### config.mk
export PLATFORM = sky130hd
export DESIGN_NAME = bounded_indexed_list
export DESIGN_NICKNAME = d
export VERILOG_FILES = /design/src/bil_pkg.sv /design/src/bil_ram.sv /design/src/bil_ctrl.sv /design/src/bil_dp.sv /design/src/bounded_indexed_list.sv
export VERILOG_INCLUDE_DIRS = /design/src /design/src/src
export SDC_FILE = /design/constraint.sdc
export NUM_CORES = 1
export LEC_CHECK = 0
export BUFFER_PORTS_ARGS = -buffer_cell sky130_fd_sc_hd__buf_2
export CORE_UTILIZATION = 61
export CTS_CLUSTER_DIAMETER = 40
export CTS_CLUSTER_SIZE = 28
export DETAILED_ROUTE_END_ITERATION = 10
export PLACE_DENSITY = 0.83
export SETUP_SLACK_MARGIN = 0.2
export SLEW_MARGIN = 20
export SYNTH_ARGS = -nofsm -noshare
export SYNTH_HDL_FRONTEND = slang
export SYNTH_SLANG_ARGS = --single-unit
### constraint.sdc
create_clock -name clk -period 9.47 [get_ports clk]
set_input_delay 0.947 -clock clk [delete_from_list [all_inputs] [get_ports clk]]
set_output_delay 0.947 -clock clk [all_outputs]
set_load 0.05 [all_outputs]
### src/bounded_indexed_list_assert.svh
// ----------------------------------------------------------------------------
// bounded_indexed_list_assert.svh
// assertion macros shared by the list block, clocked on clk, disabled in reset
// ----------------------------------------------------------------------------
`ifndef BOUNDED_INDEXED_LIST_ASSERT_SVH
`define BOUNDED_INDEXED_LIST_ASSERT_SVH

// same-cycle implication
`define BIL_ASSERT_IMP(label, ante, cons, msg) \
    label: assert property (@(posedge clk) disable iff (!rst_n) (ante) |-> (cons)) \
        else $error(msg);

// next-cycle implication
`define BIL_ASSERT_NEXT(label, ante, cons, msg) \
    label: assert property (@(posedge clk) disable iff (!rst_n) (ante) |=> (cons)) \
        else $error(msg);

`endif

### src/bil_pkg.sv
// ----------------------------------------------------------------------------
// bil_pkg
// types and codes shared by the bounded indexed list modules
// ----------------------------------------------------------------------------
package bil_pkg;

    localparam int DATA_W = 32;
    localparam int POS_W  = 6;
    localparam int CNT_W  = 6;

    typedef enum logic [2:0] {
        MODE_PUSH_FRONT = 3'd0,
        MODE_PUSH_BACK  = 3'd1,
        MODE_POP_FRONT  = 3'd2,
        MODE_POP_BACK   = 3'd3,
        MODE_INSERT     = 3'd4,
        MODE_REMOVE     = 3'd5,
        MODE_READ       = 3'd6,
        MODE_CLEAR      = 3'd7
    } bil_mode_t;

    typedef enum logic [1:0] {
        ST_OK    = 2'd0,
        ST_FULL  = 2'd1,
        ST_EMPTY = 2'd2,
        ST_RANGE = 2'd3
    } bil_status_t;

    typedef struct packed {
        bil_mode_t                 mode;
        logic [POS_W-1:0]          position;
        logic signed [DATA_W-1:0]  value;
    } bil_req_t;

    typedef struct packed {
        logic signed [DATA_W-1:0]  data;
        logic [CNT_W-1:0]          count;
        bil_status_t               status;
    } bil_rsp_t;

    // logical index used for a memory read
    typedef enum logic [2:0] {
        RD_FRONT = 3'd0,
        RD_BACK  = 3'd1,
        RD_POS   = 3'd2,
        RD_NEXT  = 3'd3,
        RD_PRIOR = 3'd4
    } bil_rd_sel_t;

    // destination of a memory write
    typedef enum logic [2:0] {
        WR_HEAD_DEC = 3'd0,
        WR_LEN      = 3'd1,
        WR_POS      = 3'd2,
        WR_NEXT     = 3'd3,
        WR_PRIOR    = 3'd4
    } bil_wr_sel_t;

    typedef struct packed {
        logic        cap_req;
        logic        clr_data;
        logic        rd_en;
        bil_rd_sel_t rd_sel;
        logic        wr_en;
        bil_wr_sel_t wr_sel;
        logic        wr_ram;
        logic        cap_data;
        logic        finish;
    } bil_cmd_t;

    typedef struct packed {
        bil_mode_t   mode;
        logic        err;
        logic        pos_is_len;
        logic        prev_is_pos;
        logic        prev_is_last;
        logic        out_free;
    } bil_stat_t;

endpackage

### src/bil_ram.sv
// ----------------------------------------------------------------------------
// bil_ram
// simple dual-port ram, one write and one registered read per cycle
// ----------------------------------------------------------------------------
module bil_ram #(
    parameter int WIDTH = 32,
    parameter int DEPTH = 32
) (
    input  logic                     clk,
    input  logic                     we,
    input  logic [$clog2(DEPTH)-1:0] waddr,
    input  logic [WIDTH-1:0]         wdata,
    input  logic                     re,
    input  logic [$clog2(DEPTH)-1:0] raddr,
    output logic [WIDTH-1:0]         rdata
);

    logic [WIDTH-1:0] mem_reg [DEPTH];
    logic [WIDTH-1:0] rdata_reg;

    always_ff @(posedge clk)
    begin
        if (we)
        begin
            mem_reg[waddr] <= wdata;
        end
        if (re)
        begin
            rdata_reg <= mem_reg[raddr];
        end
    end

    assign rdata = rdata_reg;

endmodule

### src/bil_ctrl.sv
// ----------------------------------------------------------------------------
// bil_ctrl
// request sequencer: decides reads, writes and the copy loop for each item
// ----------------------------------------------------------------------------
module bil_ctrl (
    input  logic               clk,
    input  logic               rst_n,
    input  logic               req_valid,
    output logic               req_ready,
    input  bil_pkg::bil_stat_t stat,
    output bil_pkg::bil_cmd_t  cmd
);

    typedef enum logic [5:0] {
        S_IDLE   = 6'b000001,
        S_EXEC   = 6'b000010,
        S_READ   = 6'b000100,
        S_MOVE   = 6'b001000,
        S_PLACE  = 6'b010000,
        S_FINISH = 6'b100000
    } state_t;

    state_t state_reg;
    state_t state_next;

    always_ff @(posedge clk or negedge rst_n)
    begin
        if (!rst_n)
        begin
            state_reg <= S_IDLE;
        end
        else
        begin
            state_reg <= state_next;
        end
    end

    assign req_ready = (state_reg == S_IDLE);

    always_comb
    begin
        cmd        = '0;
        state_next = state_reg;
        unique case (state_reg)
            S_IDLE:
            begin
                if (req_valid)
                begin
                    cmd.cap_req = 1'b1;
                    state_next  = S_EXEC;
                end
            end
            S_EXEC:
            begin
                cmd.clr_data = 1'b1;
                state_next   = S_FINISH;
                if (!stat.err)
                begin
                    case (stat.mode) inside
                        bil_pkg::MODE_PUSH_FRONT:
                        begin
                            cmd.wr_en  = 1'b1;
                            cmd.wr_sel = bil_pkg::WR_HEAD_DEC;
                        end
                        bil_pkg::MODE_PUSH_BACK:
                        begin
                            cmd.wr_en  = 1'b1;
                            cmd.wr_sel = bil_pkg::WR_LEN;
                        end
                        bil_pkg::MODE_POP_FRONT:
                        begin
                            cmd.rd_en  = 1'b1;
                            cmd.rd_sel = bil_pkg::RD_FRONT;
                            state_next = S_READ;
                        end
                        bil_pkg::MODE_POP_BACK:
                        begin
                            cmd.rd_en  = 1'b1;
                            cmd.rd_sel = bil_pkg::RD_BACK;
                            state_next = S_READ;
                        end
                        bil_pkg::MODE_READ:
                        begin
                            cmd.rd_en  = 1'b1;
                            cmd.rd_sel = bil_pkg::RD_POS;
                            state_next = S_READ;
                        end
                        bil_pkg::MODE_INSERT:
                        begin
                            if (stat.pos_is_len)
                            begin
                                cmd.wr_en  = 1'b1;
                                cmd.wr_sel = bil_pkg::WR_POS;
                            end
                            else
                            begin
                                // shift the tail up, starting at the last entry
                                cmd.rd_en  = 1'b1;
                                cmd.rd_sel = bil_pkg::RD_BACK;
                                state_next = S_MOVE;
                            end
                        end
                        bil_pkg::MODE_REMOVE:
                        begin
                            cmd.rd_en  = 1'b1;
                            cmd.rd_sel = bil_pkg::RD_POS;
                            state_next = S_MOVE;
                        end
                        default:
                        begin
                            // clear touches only the length
                            state_next = S_FINISH;
                        end
                    endcase
                end
            end
            S_READ:
            begin
                cmd.cap_data = 1'b1;
                state_next   = S_FINISH;
            end
            S_MOVE:
            begin
                if (stat.mode == bil_pkg::MODE_INSERT)
                begin
                    cmd.wr_en  = 1'b1;
                    cmd.wr_ram = 1'b1;
                    cmd.wr_sel = bil_pkg::WR_NEXT;
                    if (stat.prev_is_pos)
                    begin
                        state_next = S_PLACE;
                    end
                    else
                    begin
                        cmd.rd_en  = 1'b1;
                        cmd.rd_sel = bil_pkg::RD_PRIOR;
                    end
                end
                else
                begin
                    if (stat.prev_is_pos)
                    begin
                        cmd.cap_data = 1'b1;
                    end
                    else
                    begin
                        cmd.wr_en  = 1'b1;
                        cmd.wr_ram = 1'b1;
                        cmd.wr_sel = bil_pkg::WR_PRIOR;
                    end
                    if (stat.prev_is_last)
                    begin
                        state_next = S_FINISH;
                    end
                    else
                    begin
                        cmd.rd_en  = 1'b1;
                        cmd.rd_sel = bil_pkg::RD_NEXT;
                    end
                end
            end
            S_PLACE:
            begin
                cmd.wr_en  = 1'b1;
                cmd.wr_sel = bil_pkg::WR_POS;
                state_next = S_FINISH;
            end
            S_FINISH:
            begin
                if (stat.out_free)
                begin
                    cmd.finish = 1'b1;
                    state_next = S_IDLE;
                end
            end
            default:
            begin
                state_next = S_IDLE;
            end
        endcase
    end

endmodule

### src/bil_dp.sv
// ----------------------------------------------------------------------------
// bil_dp
// list datapath: circular store, head and length, status and result register
// ----------------------------------------------------------------------------
`include "bounded_indexed_list_assert.svh"

module bil_dp #(
    parameter int DEPTH = 32
) (
    input  logic               clk,
    input  logic               rst_n,
    input  bil_pkg::bil_req_t  req,
    input  bil_pkg::bil_cmd_t  cmd,
    output bil_pkg::bil_stat_t stat,
    output logic               rsp_valid,
    input  logic               rsp_ready,
    output bil_pkg::bil_rsp_t  rsp
);

    localparam int AW    = $clog2(DEPTH);
    localparam int LEN_W = $clog2(DEPTH + 1);
    localparam int CMP_W = (LEN_W > bil_pkg::POS_W) ? LEN_W : bil_pkg::POS_W;

    bil_pkg::bil_req_t               req_reg;
    logic [AW-1:0]                   head_reg;
    logic [AW-1:0]                   head_next;
    logic [LEN_W-1:0]                length_reg;
    logic [LEN_W-1:0]                length_next;
    logic [AW-1:0]                   prev_reg;
    logic signed [bil_pkg::DATA_W-1:0] data_reg;
    bil_pkg::bil_rsp_t               rsp_reg;
    logic                            rsp_valid_reg;

    logic [CMP_W-1:0]                len_cmp;
    logic [CMP_W-1:0]                pos_cmp;
    logic [CMP_W-1:0]                new_len_cmp;
    logic [LEN_W-1:0]                len_dec;
    logic [AW-1:0]                   pos_idx;
    logic [AW-1:0]                   len_idx;
    logic [AW-1:0]                   back_idx;
    logic [AW-1:0]                   head_dec;
    logic [AW-1:0]                   head_inc;
    logic                            is_full;
    logic                            is_empty;
    bil_pkg::bil_status_t            status;
    logic [AW-1:0]                   rd_idx;
    logic [AW-1:0]                   rd_addr;
    logic [AW-1:0]                   wr_idx;
    logic [AW-1:0]                   wr_addr;
    logic [bil_pkg::DATA_W-1:0]      wr_data;
    logic [bil_pkg::DATA_W-1:0]      ram_rdata;

    // logical index to slot, wrapping around the circular store
    function automatic logic [AW-1:0] phys_addr(input logic [AW-1:0] base,
                                                 input logic [AW-1:0] idx);
        logic [AW:0] sum;
        sum = {1'b0, base} + {1'b0, idx};
        if (sum >= (AW+1)'(DEPTH))
        begin
            sum = sum - (AW+1)'(DEPTH);
        end
        return sum[AW-1:0];
    endfunction

    assign len_cmp  = CMP_W'(length_reg);
    assign pos_cmp  = CMP_W'(req_reg.position);
    assign len_dec  = length_reg - LEN_W'(1);
    assign pos_idx  = pos_cmp[AW-1:0];
    assign len_idx  = length_reg[AW-1:0];
    assign back_idx = len_dec[AW-1:0];
    assign head_dec = (head_reg == '0) ? AW'(DEPTH - 1) : head_reg - AW'(1);
    assign head_inc = (head_reg == AW'(DEPTH - 1)) ? '0 : head_reg + AW'(1);
    assign is_full  = (length_reg == LEN_W'(DEPTH));
    assign is_empty = (length_reg == '0);

    always_comb
    begin
        status = bil_pkg::ST_OK;
        unique case (req_reg.mode) inside
            bil_pkg::MODE_PUSH_FRONT, bil_pkg::MODE_PUSH_BACK:
            begin
                if (is_full)
                begin
                    status = bil_pkg::ST_FULL;
                end
            end
            bil_pkg::MODE_POP_FRONT, bil_pkg::MODE_POP_BACK:
            begin
                if (is_empty)
                begin
                    status = bil_pkg::ST_EMPTY;
                end
            end
            bil_pkg::MODE_INSERT:
            begin
                if (is_full)
                begin
                    status = bil_pkg::ST_FULL;
                end
                else if (pos_cmp > len_cmp)
                begin
                    status = bil_pkg::ST_RANGE;
                end
            end
            bil_pkg::MODE_REMOVE, bil_pkg::MODE_READ:
            begin
                if (is_empty)
                begin
                    status = bil_pkg::ST_EMPTY;
                end
                else if (pos_cmp >= len_cmp)
                begin
                    status = bil_pkg::ST_RANGE;
                end
            end
            default:
            begin
                status = bil_pkg::ST_OK;
            end
        endcase
    end

    always_comb
    begin
        unique case (cmd.rd_sel)
            bil_pkg::RD_FRONT: rd_idx = '0;
            bil_pkg::RD_BACK:  rd_idx = back_idx;
            bil_pkg::RD_POS:   rd_idx = pos_idx;
            bil_pkg::RD_NEXT:  rd_idx = prev_reg + AW'(1);
            bil_pkg::RD_PRIOR: rd_idx = prev_reg - AW'(1);
            default:           rd_idx = '0;
        endcase
    end

    always_comb
    begin
        unique case (cmd.wr_sel)
            bil_pkg::WR_LEN:   wr_idx = len_idx;
            bil_pkg::WR_POS:   wr_idx = pos_idx;
            bil_pkg::WR_NEXT:  wr_idx = prev_reg + AW'(1);
            bil_pkg::WR_PRIOR: wr_idx = prev_reg - AW'(1);
            default:           wr_idx = '0;
        endcase
    end

    assign rd_addr = phys_addr(head_reg, rd_idx);
    assign wr_addr = (cmd.wr_sel == bil_pkg::WR_HEAD_DEC) ? head_dec
                                                          : phys_addr(head_reg, wr_idx);
    assign wr_data = cmd.wr_ram ? ram_rdata : req_reg.value;

    bil_ram #(
        .WIDTH (bil_pkg::DATA_W),
        .DEPTH (DEPTH)
    ) u_ram (
        .clk   (clk),
        .we    (cmd.wr_en),
        .waddr (wr_addr),
        .wdata (wr_data),
        .re    (cmd.rd_en),
        .raddr (rd_addr),
        .rdata (ram_rdata)
    );

    // new head and length, applied when the result is loaded
    always_comb
    begin
        head_next   = head_reg;
        length_next = length_reg;
        if (status == bil_pkg::ST_OK)
        begin
            case (req_reg.mode) inside
                bil_pkg::MODE_PUSH_FRONT:
                begin
                    head_next   = head_dec;
                    length_next = length_reg + LEN_W'(1);
                end
                bil_pkg::MODE_PUSH_BACK, bil_pkg::MODE_INSERT:
                begin
                    length_next = length_reg + LEN_W'(1);
                end
                bil_pkg::MODE_POP_FRONT:
                begin
                    head_next   = head_inc;
                    length_next = len_dec;
                end
                bil_pkg::MODE_POP_BACK, bil_pkg::MODE_REMOVE:
                begin
                    length_next = len_dec;
                end
                bil_pkg::MODE_CLEAR:
                begin
                    length_next = '0;
                end
                default:
                begin
                    length_next = length_reg;
                end
            endcase
        end
    end

    assign new_len_cmp = CMP_W'(length_next);

    always_ff @(posedge clk or negedge rst_n)
    begin
        if (!rst_n)
        begin
            head_reg      <= '0;
            length_reg    <= '0;
            rsp_valid_reg <= 1'b0;
        end
        else
        begin
            if (cmd.finish)
            begin
                head_reg      <= head_next;
                length_reg    <= length_next;
                rsp_valid_reg <= 1'b1;
            end
            else if (rsp_ready)
            begin
                rsp_valid_reg <= 1'b0;
            end
        end
    end

    always_ff @(posedge clk)
    begin
        if (cmd.cap_req)
        begin
            req_reg <= req;
        end
        if (cmd.rd_en)
        begin
            prev_reg <= rd_idx;
        end
        if (cmd.clr_data)
        begin
            data_reg <= '0;
        end
        else if (cmd.cap_data)
        begin
            data_reg <= ram_rdata;
        end
        if (cmd.finish)
        begin
            rsp_reg.data   <= data_reg;
            rsp_reg.count  <= new_len_cmp[bil_pkg::CNT_W-1:0];
            rsp_reg.status <= status;
        end
    end

    assign stat.mode         = req_reg.mode;
    assign stat.err          = (status != bil_pkg::ST_OK);
    assign stat.pos_is_len   = (pos_cmp == len_cmp);
    assign stat.prev_is_pos  = (prev_reg == pos_idx);
    assign stat.prev_is_last = (prev_reg == back_idx);
    assign stat.out_free     = !rsp_valid_reg || rsp_ready;

    assign rsp_valid = rsp_valid_reg;
    assign rsp       = rsp_reg;

    `BIL_ASSERT_IMP(a_no_rw_clash, cmd.rd_en && cmd.wr_en, rd_addr != wr_addr, "read and write hit one slot")
    `BIL_ASSERT_IMP(a_load_slot_free, cmd.finish, !rsp_valid_reg || rsp_ready, "result overwrites a waiting result")
    `BIL_ASSERT_NEXT(a_load_shows, cmd.finish, rsp_valid_reg, "loaded result not presented")
    `BIL_ASSERT_IMP(a_ram_only_ok, cmd.rd_en || cmd.wr_en, status == bil_pkg::ST_OK, "store accessed by a failing request")

endmodule

### src/bounded_indexed_list.sv
// ----------------------------------------------------------------------------
// bounded_indexed_list
// ordered list of up to DEPTH signed 32-bit values with push, pop, indexed
// insert, remove and read, and clear; one result item per request item
// ----------------------------------------------------------------------------
//
//  channel   dir   handshake               payload
//  -------   ---   ---------------------   ----------------------------------
//  req       in    req_valid / req_ready   mode, position, value
//  rsp       out   rsp_valid / rsp_ready   data, count, status
//
// steps per item: push, clear or a failing request execute and finish; pop and
// read add a read step; remove at p and insert at p below length add a copy
// loop through the single write port of the store, so that one entry moves per
// cycle while the list closes or opens a gap
// reset clears head, length and the result register valid; the store is not
// cleared, only entries below length are ever read
// a new item is taken while a result still waits on rsp; that next result
// waits in the sequencer until the result register is free
//
module bounded_indexed_list #(
    parameter int DEPTH = 32
) (
    input  logic              clk,
    input  logic              rst_n,
    input  logic              req_valid,
    output logic              req_ready,
    input  bil_pkg::bil_req_t req,
    output logic              rsp_valid,
    input  logic              rsp_ready,
    output bil_pkg::bil_rsp_t rsp
);

    // commands from the sequencer, status back from the datapath
    bil_pkg::bil_cmd_t  cmd;
    bil_pkg::bil_stat_t stat;

    // sequencer: one request at a time, steps the copy loop for insert/remove
    bil_ctrl u_ctrl (
        .clk       (clk),
        .rst_n     (rst_n),
        .req_valid (req_valid),
        .req_ready (req_ready),
        .stat      (stat),
        .cmd       (cmd)
    );

    // datapath: circular store addressed from a head pointer, so pushes and
    // pops at the front need no shifting; status is checked before any access
    bil_dp #(
        .DEPTH (DEPTH)
    ) u_dp (
        .clk       (clk),
        .rst_n     (rst_n),
        .req       (req),
        .cmd       (cmd),
        .stat      (stat),
        .rsp_valid (rsp_valid),
        .rsp_ready (rsp_ready),
        .rsp       (rsp)
    );

endmodule

==> metrics <==
CP Capture Type=flop; Seq pwr share=45.2%; RSZ-0062 raised after global routing=false; Max Clk Rate=137 MHz; Hold Fails Final Rpt=0; LEAKAGE=16.7 nW; Clock Skew=55.4 ps; postcts setup bufs=0; Tightest Pin Transition=1080 ps; first-pass GRT wire length=177000 µm; Worst Hold Class=in -> async; Buffers on Ports=86; synth unique cells=69; Reg clk slew, reported paths=60 ps; vias per inst=between 7 and 8; period utilization=76.8%; TNS Setup=0 ps; maximum number of pins on one net before global-route repair=110; crit-path max FO=32; Syn Area/Cell=21.4 µm²; Clk network pwr share=36.0%; Via Count=24800; post-cts sizing count=0; clk buf depth=3; CP startpoint kind=flop; CTS buffer count=120; CTS Root Cell=clkbuf_16; Async SR Flop Fraction=1.51%; routability congestion estimate=0.872; synth warn=0; Initial DRT Pass Iterations=6; worst path required time=9780 ps; CTS sink cnt=1192; WL final=124000 µm; Starting DRT DRC Count=approximately 3700; Antenna Nets Post-Route=0; Max VDD drop=between 0.2 and 0.25 mV; CTS tree=yes; DRC=0; die width=between 200 and 300 µm; Seq/Total Area, Yosys=75.7%; DP Wirelength=between 60000 and 70000 µm; initial antenna violation count=1; post-route minimum period=a little over 7000 ps; wire length per cell=35.6 µm; number of synthesized flops with an enable pin=1142; Ports=87; Cell Count, Final, Fillers Out=3491; Slew HR=28.2%; final core occ=between 70% and 80%; Chip Height=approximately 280 µm; status=complete, no violations; Starting Density=61.6%; register bit total from synthesis=around 1200; Placed Cells=roughly 3300; Area Growth Syn to Fin=13.8%; endpoints failing setup=0; Post-Syn Nets=about 2300; Psw=3.87 mW; worst setup path class=reg -> reg; max reg flops=1024; sw frac=27.5%; Rows=101; die area=0.0778 mm²; Final Max Slew Viols=0; Core ar.=~0.076 mm²; post-synthesis cell area=0.0468 mm²; vias in the first global route=24900; Primary FF master, synth=edfxtp_1; Arrival @ worst endpoint=7590 ps; Post-CTS Hold Fix Bufs=0; Final Power=14.0 mW; Power Internal=around 10 mW; pwr/cell area=roughly 260 mW/mm²; Skew-Pair Late Insertion Delay=710 ps; layout cells sized above 1=33.6%; hold slack=239 ps; combinational power share=18.8%; All-Layer GR Usage=about 33%; fillers=4200; Syn Inst Count=between 2000 and 2500; CTS H-tree depth=3; # nets final=2420; total global routing overflow=0; maxcap violations=0
-- metal layers --
| layer | track usage, % | vias to the layer above | share of wire [%] |
|---|---|---|---|
| met5 | 0 | - | 0 |
| met4 | 14.0 | 0 | 4.8 |
| met3 | 5.94 | 383 | 11 |
| met2 | 53.2 | 2117 | 49 |
| met1 | 43.5 | 12800 | 35 |
| li1 | - | 9479 | - |
-- cell type report --
cell class,count,area [µm²],area share [%]
multi-input cells,864,11100,20.9
clock buffers,128,3120,5.86
clock inverters,102,1200,2.25
inverters,20,75.1,0.141
flip-flops and latches,1192,35400,66.5
repair buffers,154,982,1.85
diodes,1,2.50,0.00470
well taps,1030,1290,2.42
-- through the flow --
step	area [µm²]	setup slack [ps]
3_3_place_gp	48900	2610
4_1_cts	53200	2400
2_1_floorplan	46800	1660
3_5_place_dp	48900	2460
5_1_grt	53200	1810
6_report	53200	2190
-- final timing paths --
| path | start | depth (start not counted) | slack [ps] | endpoint |
|---|---|---|---|---|
| min | rst_n | 1 | 240 | u_dp.len_cmp[4] |
| min reg2reg | u_dp.data_reg[5] | 0 | 430 | u_dp.rsp[13] |
| max reg2reg | u_dp.stat[6] | 17 | 2190 | u_dp.u_ram.mem_reg[2][16] |
| max in group asynchronous | rst_n | 1 | 8870 | u_ctrl.state_reg[0] |
| min in group clk | req[18] | 1 | 430 | u_dp.req_reg[18] |
| max | u_dp.stat[6] | 17 | 2190 | u_dp.u_ram.mem_reg[2][16] |
-- power groups by stage --
| stage | clock network [mW] | logic, mW | registers, mW |
|---|---|---|---|
| finish | 5.05 | 2.64 | 6.35 |
| global route | 5.27 | 2.78 | 6.36 |
| floorplan | 0 | 1.92 | 6.37 |
| global placement | 0 | 2.44 | 6.44 |
| CTS | 5.08 | 2.64 | 6.34 |
| detailed placement | 0 | 2.53 | 6.45 |
-- cells in the mapped netlist, types with 17 or more instances --
| cell | count | area [µm²] |
|---|---|---|
| nor2_1 | 45 | 169 |
| mux4_2 | 320 | 7210 |
| clkbuf_1 | 89 | 334 |
| buf_1 | 17 | 63.8 |
| inv_1 | 19 | 71.3 |
| nor3_1 | 33 | 165 |
| dfxtp_1 | 32 | 641 |
| edfxtp_1 | 1142 | 34300 |
| ha_1 | 21 | 263 |
| a21oi_1 | 74 | 370 |
| o21ai_0 | 26 | 130 |
| xnor2_1 | 21 | 184 |
| nand2_1 | 95 | 357 |
| dfrtp_1 | 17 | 425 |
| mux2_2 | 66 | 743 |
-- cells by family after synthesis --
kind of cell	Yosys count	share of synthesized area, %
flops	1192	75.7
xor+xnor	33	0.677
mux	386	17.0
buf+inv	129	1.06
compound gates	169	2.27
fa+ha+maj	23	0.648
simple gates	253	2.66
-- worst max-delay path, stage by stage (launching register included) --
cell,delay (ps)
edfxtp_1,750
nor3b_1,770
a21oi_1,130
nor3_1,520
nor2_1,390
nor2_1,360
a21o_1,200
ha_1,170
inv_1,70
fa_1,480
nand2b_1,180
a21oi_1,220
xor2_1,300
nor4b_1,140
a2111oi_4,1010
nor2_4,280
nor3_2,290
buf_4,620
-- cell usage in the layout (no fill, tap or decap), drive strengths merged, types with 11 or more instances in the layout --
master,count
edfxtp,1142
mux4,320
buf,154
clkbuf,128
nand2,95
a21oi,74
mux2,66
inv,52
nor2,47
clkinv,45
nor3,34
dfxtp,32
o21ai,27
ha,21
xnor2,21
dfrtp,17
clkinvlp,14
nor4,14
nand2b,11
nand3,11
bufinv,11
Note: power is estimated with default switching activity, not from simulation.
